==> config.mk <==
export PLATFORM = sky130hd
export DESIGN_NAME = depth_band_obstacle_classifier_core_flat
export DESIGN_NICKNAME = d
export VERILOG_FILES = /design/src/dboc_pkg.sv /design/src/dboc_if.sv /design/src/dboc_cfg.sv /design/src/dboc_front.sv /design/src/dboc_fifo.sv /design/src/dboc_back.sv /design/src/depth_band_obstacle_classifier_core.sv /design/src/flat_wrapper.sv
export SDC_FILE = /design/constraint.sdc
export NUM_CORES = 2
export LEC_CHECK = 0
export BUFFER_PORTS_ARGS = -buffer_cell sky130_fd_sc_hd__buf_2
export CORE_UTILIZATION = 30
export CTS_BUF_LIST = sky130_fd_sc_hd__clkbuf_8
export DETAILED_ROUTE_END_ITERATION = 7
export SLEW_MARGIN = 10
export SYNTH_ARGS = -nofsm -noshare
export SYNTH_HDL_FRONTEND = slang
export SYNTH_HIERARCHICAL = 1
export SYNTH_SLANG_ARGS = --single-unit
export TNS_END_PERCENT = 20
==> constraint.sdc <==
create_clock -name clk -period 15.9 [get_ports clk]
set_input_delay 2.385 -clock clk [delete_from_list [all_inputs] [get_ports clk]]
set_output_delay 2.385 -clock clk [all_outputs]
set_load 0.005 [all_outputs]
==> src/dboc_pkg.sv <==
// shared constants, types and codes of the depth band obstacle classifier
`timescale 1ns / 1ps
`default_nettype none

package dboc_pkg;

    // frame size limits
    localparam int MAX_COLS = 2048;
    localparam int MAX_ROWS = 2048;
    localparam int MIN_COLS = 3;
    localparam int MIN_ROWS = 5;

    // field and register widths
    localparam int DEPTH_W = 16;
    localparam int DIM_W   = 12;
    localparam int RATIO_W = 9;
    localparam int CFG_W   = 16;
    localparam int POS_W   = $clog2(MAX_COLS > MAX_ROWS ? MAX_COLS : MAX_ROWS);
    localparam int RW_W    = $clog2(MAX_COLS / 3 + 1);
    localparam int CH_W    = $clog2(MAX_ROWS / 5 + 1);
    localparam int SR_W    = $clog2(2 * MAX_ROWS / 5 + 1);
    localparam int AREA_W  = RW_W + CH_W;
    localparam int LIMIT_W = AREA_W + RATIO_W;

    // accumulators hold a whole frame even after a size change mid-frame
    localparam int CNT_W   = POS_W + RW_W;
    localparam int SUM_W   = CNT_W + DEPTH_W;

    // divider: the mean never exceeds one pixel value
    localparam int QUO_W   = DEPTH_W;
    localparam int STEP_W  = $clog2(QUO_W);

    // constant division by reciprocal multiply
    localparam int          PROD_W     = DIM_W + 1 + 16;
    localparam logic [15:0] RECIP3     = 16'hAAAB;
    localparam int          RECIP3_SH  = 17;
    localparam logic [15:0] RECIP5     = 16'hCCCD;
    localparam int          RECIP5_SH  = 18;

    // item queue between front and back
    localparam int Q_DEPTH = 2;
    localparam int Q_PTR_W = $clog2(Q_DEPTH);
    localparam int Q_CNT_W = $clog2(Q_DEPTH + 1);

    // register reset values
    localparam int RST_W     = 640;
    localparam int RST_H     = 480;
    localparam int RST_NEAR  = 1000;
    localparam int RST_RATIO = 77;

    typedef enum logic [1:0] {
        CFG_FRAME_WIDTH     = 2'd0,
        CFG_FRAME_HEIGHT    = 2'd1,
        CFG_NEAR_THRESHOLD  = 2'd2,
        CFG_RATIO_THRESHOLD = 2'd3
    } cfg_index_t;

    // register contents with the frame geometry already worked out
    typedef struct packed {
        logic [POS_W-1:0]   col_last;
        logic [RW_W-1:0]    rw;
        logic [POS_W-1:0]   rw2;
        logic [POS_W-1:0]   rw3;
        logic [POS_W-1:0]   row_last;
        logic [CH_W-1:0]    ch;
        logic [SR_W-1:0]    sr;
        logic [POS_W-1:0]   sr_end;
        logic [DEPTH_W-1:0] near_thr;
        logic [RATIO_W-1:0] ratio;
    } cfg_t;

    localparam cfg_t CFG_RESET = '{
        col_last: POS_W'(RST_W - 1),
        rw:       RW_W'(RST_W / 3),
        rw2:      POS_W'(2 * (RST_W / 3)),
        rw3:      POS_W'(3 * (RST_W / 3)),
        row_last: POS_W'(RST_H - 1),
        ch:       CH_W'(RST_H / 5),
        sr:       SR_W'(2 * RST_H / 5),
        sr_end:   POS_W'(2 * RST_H / 5 + RST_H / 5),
        near_thr: DEPTH_W'(RST_NEAR),
        ratio:    RATIO_W'(RST_RATIO)
    };

    // per-frame totals handed from front to back
    typedef struct packed {
        logic [CNT_W-1:0] left_near;
        logic [CNT_W-1:0] center_near;
        logic [CNT_W-1:0] right_near;
        logic [SUM_W-1:0] center_sum;
        logic [CNT_W-1:0] center_valid;
    } job_t;

    typedef enum logic [2:0] {
        B_IDLE,
        B_AREA,
        B_LIMIT,
        B_DIV,
        B_DONE
    } back_state_t;

endpackage

`default_nettype wire

==> src/dboc_if.sv <==
// pixel and result channel interfaces
`timescale 1ns / 1ps
`default_nettype none

interface dboc_pixel_if;
    logic                        valid;
    logic                        ready;
    logic [dboc_pkg::DEPTH_W-1:0] depth_mm;
    logic                        start_of_frame;

    modport source (output valid, output depth_mm, output start_of_frame, input ready);
    modport sink   (input valid, input depth_mm, input start_of_frame, output ready);
endinterface

interface dboc_result_if;
    logic                        valid;
    logic                        ready;
    logic                        center_blocked;
    logic                        left_free;
    logic                        right_free;
    logic [dboc_pkg::DEPTH_W-1:0] front_distance_mm;

    modport source (
        output valid, output center_blocked, output left_free,
        output right_free, output front_distance_mm, input ready
    );
    modport sink (
        input valid, input center_blocked, input left_free,
        input right_free, input front_distance_mm, output ready
    );
endinterface

`default_nettype wire

==> src/dboc_cfg.sv <==
// configuration registers with derived frame geometry
`timescale 1ns / 1ps
`default_nettype none

module dboc_cfg (
    input  wire logic                      clk,
    input  wire logic                      rst_n,
    input  wire logic                      cfg_we,
    input  wire dboc_pkg::cfg_index_t      cfg_index,
    input  wire logic [dboc_pkg::CFG_W-1:0] cfg_wdata,
    output dboc_pkg::cfg_t                 cfg
);

    dboc_pkg::cfg_t cfg_reg;
    dboc_pkg::cfg_t cfg_next;

    logic [dboc_pkg::DIM_W-1:0]  w_eff;
    logic [dboc_pkg::DIM_W-1:0]  h_eff;
    logic [dboc_pkg::PROD_W-1:0] w_prod;
    logic [dboc_pkg::PROD_W-1:0] h_prod;
    logic [dboc_pkg::PROD_W-1:0] sr_prod;
    logic [dboc_pkg::RW_W-1:0]   rw_new;
    logic [dboc_pkg::CH_W-1:0]   ch_new;
    logic [dboc_pkg::SR_W-1:0]   sr_new;
    logic [dboc_pkg::POS_W-1:0]  rw2_new;

    // saturate written sizes
    always_comb
    begin
        if (cfg_wdata[dboc_pkg::DIM_W-1:0] < dboc_pkg::DIM_W'(dboc_pkg::MIN_COLS))
        begin
            w_eff = dboc_pkg::DIM_W'(dboc_pkg::MIN_COLS);
        end
        else if (cfg_wdata[dboc_pkg::DIM_W-1:0] > dboc_pkg::DIM_W'(dboc_pkg::MAX_COLS))
        begin
            w_eff = dboc_pkg::DIM_W'(dboc_pkg::MAX_COLS);
        end
        else
        begin
            w_eff = cfg_wdata[dboc_pkg::DIM_W-1:0];
        end

        if (cfg_wdata[dboc_pkg::DIM_W-1:0] < dboc_pkg::DIM_W'(dboc_pkg::MIN_ROWS))
        begin
            h_eff = dboc_pkg::DIM_W'(dboc_pkg::MIN_ROWS);
        end
        else if (cfg_wdata[dboc_pkg::DIM_W-1:0] > dboc_pkg::DIM_W'(dboc_pkg::MAX_ROWS))
        begin
            h_eff = dboc_pkg::DIM_W'(dboc_pkg::MAX_ROWS);
        end
        else
        begin
            h_eff = cfg_wdata[dboc_pkg::DIM_W-1:0];
        end
    end

    // region width, band height and band start by reciprocal multiply
    always_comb
    begin
        w_prod  = dboc_pkg::PROD_W'(w_eff) * dboc_pkg::PROD_W'(dboc_pkg::RECIP3);
        h_prod  = dboc_pkg::PROD_W'(h_eff) * dboc_pkg::PROD_W'(dboc_pkg::RECIP5);
        sr_prod = dboc_pkg::PROD_W'({h_eff, 1'b0}) * dboc_pkg::PROD_W'(dboc_pkg::RECIP5);
        rw_new  = w_prod[dboc_pkg::RECIP3_SH +: dboc_pkg::RW_W];
        ch_new  = h_prod[dboc_pkg::RECIP5_SH +: dboc_pkg::CH_W];
        sr_new  = sr_prod[dboc_pkg::RECIP5_SH +: dboc_pkg::SR_W];
        rw2_new = dboc_pkg::POS_W'({rw_new, 1'b0});
    end

    // register write
    always_comb
    begin
        cfg_next = cfg_reg;
        if (cfg_we)
        begin
            case (cfg_index)
                dboc_pkg::CFG_FRAME_WIDTH:
                begin
                    cfg_next.col_last = dboc_pkg::POS_W'(w_eff - 1'b1);
                    cfg_next.rw       = rw_new;
                    cfg_next.rw2      = rw2_new;
                    cfg_next.rw3      = rw2_new + dboc_pkg::POS_W'(rw_new);
                end
                dboc_pkg::CFG_FRAME_HEIGHT:
                begin
                    cfg_next.row_last = dboc_pkg::POS_W'(h_eff - 1'b1);
                    cfg_next.ch       = ch_new;
                    cfg_next.sr       = sr_new;
                    cfg_next.sr_end   = dboc_pkg::POS_W'(sr_new) + dboc_pkg::POS_W'(ch_new);
                end
                dboc_pkg::CFG_NEAR_THRESHOLD:
                begin
                    cfg_next.near_thr = cfg_wdata[dboc_pkg::DEPTH_W-1:0];
                end
                dboc_pkg::CFG_RATIO_THRESHOLD:
                begin
                    cfg_next.ratio = cfg_wdata[dboc_pkg::RATIO_W-1:0];
                end
                default:
                begin
                    cfg_next = cfg_reg;
                end
            endcase
        end
    end

    always_ff @(posedge clk or negedge rst_n)
    begin
        if (!rst_n)
        begin
            cfg_reg <= dboc_pkg::CFG_RESET;
        end
        else
        begin
            cfg_reg <= cfg_next;
        end
    end

    assign cfg = cfg_reg;

endmodule

`default_nettype wire

==> src/dboc_front.sv <==
// pixel intake: raster position, region classification and accumulators
`timescale 1ns / 1ps
`default_nettype none

module dboc_front (
    input  wire logic           clk,
    input  wire logic           rst_n,
    dboc_pixel_if.sink          pixel,
    input  wire dboc_pkg::cfg_t cfg,
    input  wire logic           q_full,
    output logic                push,
    output dboc_pkg::job_t      push_job
);

    logic [dboc_pkg::POS_W-1:0] col_reg;
    logic [dboc_pkg::POS_W-1:0] col_next;
    logic [dboc_pkg::POS_W-1:0] row_reg;
    logic [dboc_pkg::POS_W-1:0] row_next;
    dboc_pkg::job_t             acc_reg;
    dboc_pkg::job_t             acc_next;

    logic [dboc_pkg::POS_W-1:0] col_cur;
    logic [dboc_pkg::POS_W-1:0] row_cur;
    dboc_pkg::job_t             acc_cur;
    dboc_pkg::job_t             acc_new;
    logic                       accept;
    logic                       near;
    logic                       in_band;
    logic                       is_left;
    logic                       is_center;
    logic                       is_right;
    logic                       row_end;
    logic                       frame_end;

    assign pixel.ready = !q_full;
    assign accept      = pixel.valid && pixel.ready;

    // start of frame restarts position and totals before the pixel counts
    always_comb
    begin
        col_cur = pixel.start_of_frame ? '0 : col_reg;
        row_cur = pixel.start_of_frame ? '0 : row_reg;
        acc_cur = pixel.start_of_frame ? '0 : acc_reg;
    end

    // region of the current pixel
    always_comb
    begin
        near      = pixel.depth_mm < cfg.near_thr;
        in_band   = (row_cur >= dboc_pkg::POS_W'(cfg.sr)) && (row_cur < cfg.sr_end);
        is_left   = in_band && (col_cur < dboc_pkg::POS_W'(cfg.rw));
        is_center = in_band && !is_left && (col_cur < cfg.rw2);
        is_right  = in_band && !(col_cur < cfg.rw2) && (col_cur < cfg.rw3);
    end

    // accumulate
    always_comb
    begin
        acc_new = acc_cur;
        acc_new.left_near   = acc_cur.left_near + dboc_pkg::CNT_W'(is_left && near);
        acc_new.center_near = acc_cur.center_near + dboc_pkg::CNT_W'(is_center && near);
        acc_new.right_near  = acc_cur.right_near + dboc_pkg::CNT_W'(is_right && near);
        if (is_center && (pixel.depth_mm != '0))
        begin
            acc_new.center_sum   = acc_cur.center_sum + dboc_pkg::SUM_W'(pixel.depth_mm);
            acc_new.center_valid = acc_cur.center_valid + dboc_pkg::CNT_W'(1);
        end
    end

    // raster advance and frame end
    always_comb
    begin
        row_end   = col_cur >= cfg.col_last;
        frame_end = row_end && (row_cur >= cfg.row_last);
        col_next  = row_end ? '0 : col_cur + dboc_pkg::POS_W'(1);
        if (!row_end)
        begin
            row_next = row_cur;
        end
        else if (frame_end)
        begin
            row_next = '0;
        end
        else
        begin
            row_next = row_cur + dboc_pkg::POS_W'(1);
        end
        acc_next = frame_end ? '0 : acc_new;
        push     = accept && frame_end;
        push_job = acc_new;
    end

    always_ff @(posedge clk or negedge rst_n)
    begin
        if (!rst_n)
        begin
            col_reg <= '0;
            row_reg <= '0;
            acc_reg <= '0;
        end
        else if (accept)
        begin
            col_reg <= col_next;
            row_reg <= row_next;
            acc_reg <= acc_next;
        end
    end

endmodule

`default_nettype wire

==> src/dboc_fifo.sv <==
// short queue of frame totals between front and back
`timescale 1ns / 1ps
`default_nettype none

module dboc_fifo (
    input  wire logic           clk,
    input  wire logic           rst_n,
    input  wire logic           push,
    input  wire dboc_pkg::job_t wdata,
    input  wire logic           pop,
    output dboc_pkg::job_t      rdata,
    output logic                full,
    output logic                empty
);

    dboc_pkg::job_t               mem_reg [dboc_pkg::Q_DEPTH];
    logic [dboc_pkg::Q_PTR_W-1:0] wr_ptr_reg;
    logic [dboc_pkg::Q_PTR_W-1:0] rd_ptr_reg;
    logic [dboc_pkg::Q_CNT_W-1:0] cnt_reg;
    logic [dboc_pkg::Q_CNT_W-1:0] cnt_next;

    assign full  = cnt_reg == dboc_pkg::Q_CNT_W'(dboc_pkg::Q_DEPTH);
    assign empty = cnt_reg == '0;
    assign rdata = mem_reg[rd_ptr_reg];

    // fill level
    always_comb
    begin
        cnt_next = cnt_reg;
        if (push && !pop)
        begin
            cnt_next = cnt_reg + dboc_pkg::Q_CNT_W'(1);
        end
        else if (pop && !push)
        begin
            cnt_next = cnt_reg - dboc_pkg::Q_CNT_W'(1);
        end
    end

    always_ff @(posedge clk or negedge rst_n)
    begin
        if (!rst_n)
        begin
            wr_ptr_reg <= '0;
            rd_ptr_reg <= '0;
            cnt_reg    <= '0;
        end
        else
        begin
            if (push)
            begin
                wr_ptr_reg <= wr_ptr_reg + dboc_pkg::Q_PTR_W'(1);
            end
            if (pop)
            begin
                rd_ptr_reg <= rd_ptr_reg + dboc_pkg::Q_PTR_W'(1);
            end
            cnt_reg <= cnt_next;
        end
    end

    // entry storage
    always_ff @(posedge clk)
    begin
        if (push)
        begin
            mem_reg[wr_ptr_reg] <= wdata;
        end
    end

    a_no_overflow: assert property (@(posedge clk) disable iff (!rst_n)
        !(push && full))
        else $error("frame totals pushed into a full queue");

    a_no_underflow: assert property (@(posedge clk) disable iff (!rst_n)
        !(pop && empty))
        else $error("frame totals popped from an empty queue");

    a_level_range: assert property (@(posedge clk) disable iff (!rst_n)
        cnt_reg <= dboc_pkg::Q_CNT_W'(dboc_pkg::Q_DEPTH))
        else $error("queue level beyond depth");

endmodule

`default_nettype wire

==> src/dboc_back.sv <==
// frame result: threshold compare, iterative mean divider and output register
`timescale 1ns / 1ps
`default_nettype none

module dboc_back (
    input  wire logic           clk,
    input  wire logic           rst_n,
    input  wire dboc_pkg::cfg_t cfg,
    input  wire logic           q_empty,
    input  wire dboc_pkg::job_t q_data,
    output logic                pop,
    dboc_result_if.source       result
);

    dboc_pkg::back_state_t        state_reg;
    dboc_pkg::back_state_t        state_next;
    dboc_pkg::job_t               job_reg;
    dboc_pkg::job_t               job_next;
    logic [dboc_pkg::AREA_W-1:0]  area_reg;
    logic [dboc_pkg::AREA_W-1:0]  area_next;
    logic [dboc_pkg::LIMIT_W-1:0] limit_reg;
    logic [dboc_pkg::LIMIT_W-1:0] limit_next;
    logic [dboc_pkg::SUM_W-1:0]   rem_reg;
    logic [dboc_pkg::SUM_W-1:0]   rem_next;
    logic [dboc_pkg::QUO_W-1:0]   quo_reg;
    logic [dboc_pkg::QUO_W-1:0]   quo_next;
    logic [dboc_pkg::STEP_W-1:0]  step_reg;
    logic [dboc_pkg::STEP_W-1:0]  step_next;

    logic                         out_valid_reg;
    logic                         out_valid_next;
    logic                         blocked_reg;
    logic                         blocked_next;
    logic                         lclear_reg;
    logic                         lclear_next;
    logic                         rclear_reg;
    logic                         rclear_next;
    logic [dboc_pkg::DEPTH_W-1:0] dist_reg;
    logic [dboc_pkg::DEPTH_W-1:0] dist_next;

    logic [dboc_pkg::SUM_W-1:0]   div_shift;
    logic [dboc_pkg::SUM_W:0]     diff;
    logic [dboc_pkg::LIMIT_W:0]   limit_ext;

    // one restoring step per cycle
    always_comb
    begin
        div_shift = dboc_pkg::SUM_W'(job_reg.center_valid) << step_reg;
        diff      = {1'b0, rem_reg} - {1'b0, div_shift};
        limit_ext = {1'b0, limit_reg};
    end

    // sequencer
    always_comb
    begin
        state_next     = state_reg;
        job_next       = job_reg;
        area_next      = area_reg;
        limit_next     = limit_reg;
        rem_next       = rem_reg;
        quo_next       = quo_reg;
        step_next      = step_reg;
        out_valid_next = out_valid_reg && !result.ready;
        blocked_next   = blocked_reg;
        lclear_next    = lclear_reg;
        rclear_next    = rclear_reg;
        dist_next      = dist_reg;
        pop            = 1'b0;

        case (state_reg)
            dboc_pkg::B_IDLE:
            begin
                if (!q_empty)
                begin
                    pop        = 1'b1;
                    job_next   = q_data;
                    state_next = dboc_pkg::B_AREA;
                end
            end
            dboc_pkg::B_AREA:
            begin
                area_next  = dboc_pkg::AREA_W'(cfg.rw) * dboc_pkg::AREA_W'(cfg.ch);
                state_next = dboc_pkg::B_LIMIT;
            end
            dboc_pkg::B_LIMIT:
            begin
                limit_next = dboc_pkg::LIMIT_W'(cfg.ratio) * dboc_pkg::LIMIT_W'(area_reg);
                rem_next   = job_reg.center_sum;
                quo_next   = '0;
                step_next  = dboc_pkg::STEP_W'(dboc_pkg::QUO_W - 1);
                state_next = dboc_pkg::B_DIV;
            end
            dboc_pkg::B_DIV:
            begin
                if (!diff[dboc_pkg::SUM_W])
                begin
                    rem_next = diff[dboc_pkg::SUM_W-1:0];
                    quo_next = quo_reg | (dboc_pkg::QUO_W'(1) << step_reg);
                end
                if (step_reg == '0)
                begin
                    state_next = dboc_pkg::B_DONE;
                end
                else
                begin
                    step_next = step_reg - dboc_pkg::STEP_W'(1);
                end
            end
            dboc_pkg::B_DONE:
            begin
                if (!out_valid_reg || result.ready)
                begin
                    out_valid_next = 1'b1;
                    blocked_next   = {job_reg.center_near, 8'b0} > limit_ext;
                    lclear_next    = !({job_reg.left_near, 8'b0} > limit_ext);
                    rclear_next    = !({job_reg.right_near, 8'b0} > limit_ext);
                    dist_next      = (job_reg.center_valid == '0) ? '0 : quo_reg;
                    state_next     = dboc_pkg::B_IDLE;
                end
            end
            default:
            begin
                state_next = dboc_pkg::B_IDLE;
            end
        endcase
    end

    always_ff @(posedge clk or negedge rst_n)
    begin
        if (!rst_n)
        begin
            state_reg     <= dboc_pkg::B_IDLE;
            out_valid_reg <= 1'b0;
        end
        else
        begin
            state_reg     <= state_next;
            out_valid_reg <= out_valid_next;
        end
    end

    // datapath registers
    always_ff @(posedge clk)
    begin
        job_reg     <= job_next;
        area_reg    <= area_next;
        limit_reg   <= limit_next;
        rem_reg     <= rem_next;
        quo_reg     <= quo_next;
        step_reg    <= step_next;
        blocked_reg <= blocked_next;
        lclear_reg  <= lclear_next;
        rclear_reg  <= rclear_next;
        dist_reg    <= dist_next;
    end

    assign result.valid             = out_valid_reg;
    assign result.center_blocked    = blocked_reg;
    assign result.left_free         = lclear_reg;
    assign result.right_free        = rclear_reg;
    assign result.front_distance_mm = dist_reg;

endmodule

`default_nettype wire

==> src/depth_band_obstacle_classifier_core.sv <==
// top level of the depth band obstacle classifier
//
// pixel channel: one 16-bit depth item per accepted handshake, raster order;
// start_of_frame restarts position and totals at that pixel.
// result channel: one item per frame, given after the last pixel of the frame
// (left/center/right near-pixel flags and the mean nonzero center depth).
// configuration: cfg_we writes cfg_wdata to register cfg_index;
// sizes are saturated and the band geometry is worked out on the write.
// throughput: one pixel per cycle while the totals queue is not full. the back
// part runs a 16-step restoring divider for each frame and takes the next
// frame's totals only once it is done with the last one. frame totals wait
// in a two-entry queue, so the next frame streams in meanwhile;
// pixel ready drops only when that queue is full (very short frames).
// a stalled receiver holds the result register; the back part waits, the
// queue fills, and then pixel ready drops.
// reset: position and totals clear, registers take their reset values
// (640 x 480, near 1000 mm, ratio 77/256), no result pending.
`timescale 1ns / 1ps
`default_nettype none

module depth_band_obstacle_classifier_core (
    input  wire logic                       clk,
    input  wire logic                       rst_n,
    dboc_pixel_if.sink                      pixel,
    dboc_result_if.source                   result,
    input  wire logic                       cfg_we,
    input  wire dboc_pkg::cfg_index_t       cfg_index,
    input  wire logic [dboc_pkg::CFG_W-1:0] cfg_wdata
);

    dboc_pkg::cfg_t cfg;
    dboc_pkg::job_t push_job;
    dboc_pkg::job_t q_data;
    logic           push;
    logic           pop;
    logic           q_full;
    logic           q_empty;

    // registers
    dboc_cfg u_cfg (
        .clk       (clk),
        .rst_n     (rst_n),
        .cfg_we    (cfg_we),
        .cfg_index (cfg_index),
        .cfg_wdata (cfg_wdata),
        .cfg       (cfg)
    );

    // pixel intake and accumulation
    dboc_front u_front (
        .clk      (clk),
        .rst_n    (rst_n),
        .pixel    (pixel),
        .cfg      (cfg),
        .q_full   (q_full),
        .push     (push),
        .push_job (push_job)
    );

    // frame totals queue
    dboc_fifo u_fifo (
        .clk   (clk),
        .rst_n (rst_n),
        .push  (push),
        .wdata (push_job),
        .pop   (pop),
        .rdata (q_data),
        .full  (q_full),
        .empty (q_empty)
    );

    // result computation
    dboc_back u_back (
        .clk     (clk),
        .rst_n   (rst_n),
        .cfg     (cfg),
        .q_empty (q_empty),
        .q_data  (q_data),
        .pop     (pop),
        .result  (result)
    );

endmodule

`default_nettype wire

==> src/flat_wrapper.sv <==
// flat-port wrapper written by rule: the top's interface ports become plain ports
module depth_band_obstacle_classifier_core_flat 
  (clk, rst_n, cfg_we, cfg_index, cfg_wdata, pixel_valid, pixel_depth_mm, pixel_start_of_frame, pixel_ready, result_valid, result_center_blocked, result_left_free, result_right_free, result_front_distance_mm, result_ready);
  dboc_pixel_if pixel_i ();
  dboc_result_if result_i ();
  input  wire logic clk;
  input  wire logic rst_n;
  input  wire logic cfg_we;
  input  wire dboc_pkg::cfg_index_t cfg_index;
  input  wire logic [dboc_pkg::CFG_W-1:0] cfg_wdata;
  input wire logic [$bits(pixel_i.valid)-1:0] pixel_valid;
  input wire logic [$bits(pixel_i.depth_mm)-1:0] pixel_depth_mm;
  input wire logic [$bits(pixel_i.start_of_frame)-1:0] pixel_start_of_frame;
  output wire logic [$bits(pixel_i.ready)-1:0] pixel_ready;
  output wire logic [$bits(result_i.valid)-1:0] result_valid;
  output wire logic [$bits(result_i.center_blocked)-1:0] result_center_blocked;
  output wire logic [$bits(result_i.left_free)-1:0] result_left_free;
  output wire logic [$bits(result_i.right_free)-1:0] result_right_free;
  output wire logic [$bits(result_i.front_distance_mm)-1:0] result_front_distance_mm;
  input wire logic [$bits(result_i.ready)-1:0] result_ready;
  assign pixel_i.valid = pixel_valid;
  assign pixel_i.depth_mm = pixel_depth_mm;
  assign pixel_i.start_of_frame = pixel_start_of_frame;
  assign pixel_ready = pixel_i.ready;
  assign result_valid = result_i.valid;
  assign result_center_blocked = result_i.center_blocked;
  assign result_left_free = result_i.left_free;
  assign result_right_free = result_i.right_free;
  assign result_front_distance_mm = result_i.front_distance_mm;
  assign result_i.ready = result_ready;
  depth_band_obstacle_classifier_core u_core (.clk(clk), .rst_n(rst_n), .pixel(pixel_i), .result(result_i), .cfg_we(cfg_we), .cfg_index(cfg_index), .cfg_wdata(cfg_wdata));
endmodule
Word level (Yosys, flattened, before mapping)
Memory sizes are Yosys's and may differ from the RTL's. A register that Yosys moved wholly into a read port is not among the register bits.
Cells that the tools add are included.
Storage, ports and cells
  bits in registers: 372
  latch bits: 0
  bits in writable memories: 242
  memory bits (read-only): 0
  output and inout bits: 21
  bits of input ports: 40
  word-level logic and storage cells: 156
  memories: 1
Cells by class
  reduce and logical (&&, ||, !) cells: 43
  shift operators: 2
  mux-type cells: 29
  divide/modulo/power cells: 0
  equality and inequality tests: 13
  $lt $le $gt $ge: 14
  bitwise gates (word level): 2
  add/subtract/negate cells: 17
  multiply operators: 5
Memory list
  u_core.u_fifo.mem_reg: words 2, width 121, read ports 1, clocked after memory_dff 1, wr ports 1, RTL line dboc_fifo.sv:16  | dboc_pkg::job_t mem_reg [dboc_pkg::Q_DEPTH];
Operators by type and width (number)
  121-bit 2-to-1 mux: 2
  29-bit by 28-bit > comparator with 1-bit output: 3
  12-bit by 16-bit multiplier with 27-bit output, second input constant: 3
  37-bit case mux with 2 select lines: 1
  21-bit by 1-bit adder with 21-bit output: 3
  58-bit 2-to-1 mux: 1
  11-bit 2-to-1 mux: 5
  37-bit by 37-bit subtractor with 38-bit output: 1
  37-bit by 16-bit adder with 37-bit output: 1
  37-bit 2-to-1 mux: 1
  21-bit by 4-bit << shifter with 37-bit output: 1
  12-bit 2-to-1 mux: 3
  11-bit < comparator: 3
  16-bit case mux with 2 select lines: 1
  9-bit by 19-bit multiplier with 28-bit output: 1
  11-bit by 1-bit adder with 11-bit output, second input constant: 2
  11-bit >= comparator: 2
  11-bit by 1-bit subtractor with 11-bit output, second input constant: 2
  21-bit by 1-bit adder with 21-bit output, second input constant: 1
  21-bit logical NOT: 1
  10-bit by 9-bit multiplier with 19-bit output: 1
  1-bit logical AND: 16
  16-bit < comparator: 1
  16-bit 2-to-1 mux: 1
  other kinds (35): 68

Longest topological paths before layout
  depth in word-level cells: 10
  mapped depth: 32
  depth with buffers taken out: 32

Cells and area by module
The synthesis kept the hierarchy.
By module, submodules not included
  dboc_back: instances 1, cells an instance 1960, area an instance 20568.5 sq um, seq. area each 7427.1 sq um
  dboc_front: instances 1, cells an instance 1562, area an instance 12411.9 sq um, seq. area each 3578.4 sq um
  dboc_cfg: instances 1, cells an instance 1065, area an instance 10124.7 sq um, seq. area each 2254.7 sq um
  dboc_fifo: instances 1, cells an instance 393, area an instance 9252.6 sq um, seq. area each 7367.1 sq um

Least setup slack after synthesis
OpenSTA, ideal clock, no wires.
  kind: reg-to-reg
  start point: register u_core.u_back.state_reg[2]
  end point: register u_core/u_fifo/cnt_reg[1] (netlist bit)
  buffers on the path: 0
  arrival: 13.496 ns
  slack: 2.325 ns
  stages on the path, launching flop included: 6
  data required time: 15.821 ns
  clock period less this slack: 13.575 ns
  cell sequence: dfrtp_1 -> nor4_1 -> inv_1 -> ha_1 -> nor2_1 -> xor2_1
On the way
  cells in the longest elaborated chain, start to end: 5
Ends and longest elaborated chain
  from (decl): RTL line dboc_back.sv:15  | dboc_pkg::back_state_t state_reg;
  from (signal assigned): RTL line dboc_back.sv:132  | state_reg <= dboc_pkg::B_IDLE;
  from (signal assigned): RTL line dboc_back.sv:137  | state_reg <= state_next;
  3-bit logical NOT (*): RTL line dboc_back.sv:70  | case (state_reg)
  1-bit 2-to-1 mux (*): RTL line dboc_back.sv:70
  net u_core.pop: RTL line depth_band_obstacle_classifier_core.sv:35  | logic pop;
  1-bit logical NOT: RTL line dboc_fifo.sv:30  | if (push && !pop)
  1-bit logical AND: RTL line dboc_fifo.sv:30
  2-bit 2-to-1 mux or 2-bit nonzero test (tied branches)
  to (signal assigned): RTL line dboc_fifo.sv:58  | cnt_reg <= cnt_next;
  to (decl): RTL line dboc_fifo.sv:19  | logic [dboc_pkg::Q_CNT_W-1:0] cnt_reg;
The timed path passes the listed nets; every way through them passes the cells marked *.
A chain may end at the register's enable or synchronous reset.

Final worst setup path
  start point: input cfg_wdata[4] (netlist bit)
  end point: register u_core.u_cfg.cfg_reg (netlist bit u_core/u_cfg/cfg[34])
On the way
  cells in the longest elaborated chain, start to end: 5
Ends and longest elaborated chain
  from (decl): RTL line flat_wrapper.sv:10  | input wire logic [dboc_pkg::CFG_W-1:0] cfg_wdata;
  12-bit > comparator: RTL line dboc_cfg.sv:47  | else if (cfg_wdata[dboc_pkg::DIM_W-1:0] > dboc_pkg::DIM_W'(dboc_pkg::MAX_ROWS))
  12-bit 2-to-1 mux: RTL line dboc_cfg.sv:47
  12-bit 2-to-1 mux (*): RTL line dboc_cfg.sv:43  | if (cfg_wdata[dboc_pkg::DIM_W-1:0] < dboc_pkg::DIM_W'(dboc_pkg::MIN_ROWS))
  12-bit by 16-bit multiplier with 27-bit output (*): RTL line dboc_cfg.sv:61  | h_prod = dboc_pkg::PROD_W'(h_eff) * dboc_pkg::PROD_W'(dboc_pkg::RECIP5);
  net u_core.u_cfg.ch_new, one bit: RTL line dboc_cfg.sv:23  | logic [dboc_pkg::CH_W-1:0] ch_new;
  10-bit by 9-bit adder with 11-bit output (*): RTL line dboc_cfg.sv:88  | cfg_next.sr_end = dboc_pkg::POS_W'(sr_new) + dboc_pkg::POS_W'(ch_new);
  to (signal assigned): RTL line dboc_cfg.sv:110  | cfg_reg <= dboc_pkg::CFG_RESET;
  to (signal assigned): RTL line dboc_cfg.sv:114  | cfg_reg <= cfg_next;
  to (decl): RTL line dboc_cfg.sv:14  | dboc_pkg::cfg_t cfg_reg;
Marks and branches as above.

==> reports/metrics.cfg <==
[status]
status = finished clean

[worst_hold_path]
min_from = u_core/u_cfg/cfg[72]
hold_class = flop to flop
whs_endpoint = u_core/u_cfg/cfg[72]
hold_path_depth = 2

[routing]
finalWirelength_um = 126000
antenna_left = 0
firstDrtPassIters = 6
drt_iter0_markers = 2053
via_per_inst = 4.80
vias = 35655
routedWlPerCell_um = 17.0
remaining_drc_errors = 0

[yosys]
async_reset_ff_share_pct = 33.0
yosysMostFrequentCell = nand2_1
ys_seq_elements = 725
synth_top_area_cell = edfxtp_1
netlist_instances = 4980
synth.top_cells.by_count = nand2_1 (599), inv_1 (592), edfxtp_1 (486)
synth_edf_count = 486
syn_area_mm2 = 0.0524
postSynthAreaPerCell_um2 = 10.5
synth_ff_type = edfxtp_1
synth_seq_area_share_pct = 39.4
synthTopCellsByArea = edfxtp_1 (28%), ha_1 (11%), fa_1 (10%)
synth_cell_types = 115
syn_nets = 5761
synth_top_area_share_pct = 27.9
ys_warn_count = 6

[setup_path]
reg2reg_depth = 17
crit_path_frequent_cell = inv_1
cpMaxStageDelayCell = nor4_1
r2r_slack_ns = 9.73
reg2reg_to = u_core/u_back/limit_reg[24]
cp_max_fo = 6
worst_setup_path_end_kind = flop
max_stage_delay_ns = 0.64
cp.required_ns = 16.63
worstSetupPathType = primary input to flop
worst_ep_arrival_time_ns = 10.93
critPathLaunchType = primary input
regToRegStartpoint = u_core/u_cfg/cfg[1]

[floorplan]
ios = 61
core_area_mm2 = 0.172
die_y_um = 420
die-area_mm2 = 0.176
start_util_pct = 30.4
placementRows = 152
die_w_um = 420

[layout]
drive_gt1_share_pct = 11.2
fin_nets = 5789
nFillCells = 17447
area_delta_synth_final_pct = 10.2
design_area_mm2 = 0.0577
ff_latch_area_mm2 = 0.0206
largest_reg_flops = 242
multi_input_area_mm2 = 0.0286
final_util_pct = 33.4

[clock_network]
clk_latency_ns = 0.88
cts_tree = done
cts-root-buf = clkbuf_8
clk_pin_slew_ns = 0.05
post_cts_resized = 0
clock-sinks = 725
cts_hold_buf = 0
clk_path_buf_depth = 3
cts-buffers-inserted = 120
cts_setup_buffers = 0
htreeDepth = 3

[global_routing]
grt_usage_pct = 14.4
grt_pass1_wl_um = 202000
grt_max_degree = 86
overflow = 0
grt_pass1_vias = 36230
antenna_found_initial = 5

[sta]
worst_slew_pin_slew_ns = 1.05
rsz0062_at_grt = false
max_clock_freq_ghz = 0.0980
finClkSkew_ns = 0.0771
setup_tns_ns = 0
report.final.slew_viol_count = 0
min_period_ns = 10.20
hold_viol = 0
min_period_over_period_pct = 64.2
slew_headroom_pct = 28.3
setup_viol = 0

[power]
p_per_area_mw_per_mm2 = 209
ir_worst_vdd_mv = 0.297
p_leak_uw = 0.0248

[placed_design]
dp_hpwl_um = 93200
gp_congestion = 0.853
dpl_cell_area_mm2 = 0.0550
io_buffer_count = 60

[job]
max_cap_violations = 0

-- cells in the final DEF (no fill, tap or decap), drive strengths merged, types with 18 or more instances in the layout --
cell      n
clkbuf  134
edfxtp  486
nor2b   113
or3      19
o21bai   22
and3     46
nand4    63
dfrtp   197
clkinv   43
nand3   115
nor3     42
nand2   600
fa      268
and2    156
buf      98
ha      473
mux2i    29
xor2     88
inv     633
a22o     18
a211oi   24
o21ai   278
a21oi   182
a21o     91
a31oi    32
xnor2   138
o31ai    29
dfstp    42
nor4     26
mux2    155
o211ai   26
nor2    190
nand2b   35
-- power breakdown --
| part | switching (uW) | internal [uW] | total, uW |
|---|---|---|---|
| Sequential | 292 | 2650 | 2950 |
| Combinational | 4280 | 3000 | 7280 |
| Clock | 845 | 990 | 1840 |
-- kinds of logic (layout without fill, tap and decap cells) --
family                   count (synthesis)  in the layout  synth area share [%]
AND/OR/NAND/NOR                       1469           1469                  13.9
adder cells (fa/ha/maj)                744            744                  21.6
buffers and inverters                  790            925                  6.10
other                                    1              7               0.00716
XOR/XNOR                               227            227                  3.87
multiplexers                           195            195                  4.93
AO/OA/AOI/OAI                          829            829                  10.2
flip-flops                             725            725                  39.4
-- worst max-delay path by stage --
stage / startpoint / end / slack [ns] / depth (start not counted)
final: cfg_wdata[4] / u_core/u_cfg/cfg[34] / 5.70 / 31
after global routing: cfg_wdata[4] / u_core/u_cfg/cfg[34] / 5.26 / 31
after CTS: cfg_wdata[4] / u_core/u_cfg/cfg[34] / 5.81 / 31
after detailed placement: cfg_wdata[4] / u_core/u_cfg/cfg[34] / 4.96 / 31
after global placement: cfg_wdata[4] / u_core/u_cfg/cfg[34] / 4.99 / 31
after floorplan: u_core/u_back/state_reg[2] / u_core/u_fifo/cnt_reg[1] / 2.33 / 5
-- critical path: cells and delay by family --
family / cells / cell delay (ns)
AO/OA/AOI/OAI: 10 / 2.79
adder cells (fa/ha/maj): 7 / 2.83
XOR/XNOR: 1 / 0.36
AND/OR/NAND/NOR: 7 / 1.96
buffers and inverters: 6 / 0.57
-- cell type report --
| class | instances | area share (%) |
|---|---|---|
| Timing Repair Buffer | 98 | 1.04 |
| Inverter | 598 | 3.89 |
| Clock inverter | 95 | 1.49 |
| Antenna cell | 6 | 0.0260 |
| Sequential cell | 725 | 35.8 |
| Clock buffer | 134 | 3.20 |
| Multi-Input combinational cell | 3465 | 49.6 |
| Tap cell | 2310 | 5.01 |
-- per-layer routing --
layer  vias to the layer above  wire length [um]  track usage, %
met5                         -                 0               0
met4                         0              2940            3.79
met3                       175              4610            1.77
met2                       697             59200            23.9
met1                     17531             59500            19.7
li1                      17252                 -               -
-- per-stage QoR --
stage	hold slack (ns)	total power, uW	instances	setup WS [ns]
6_report	0.470	12100	7431	5.70
5_1_grt	0.489	13300	7431	5.26
4_1_cts	0.473	12200	7425	5.81
3_5_place_dp	0.461	10300	7196	4.96
3_3_place_gp	0.453	10200	7196	4.99
2_1_floorplan	0.431	8660	4980	2.33
No activity file was read; power rests on OpenSTA's default activity.
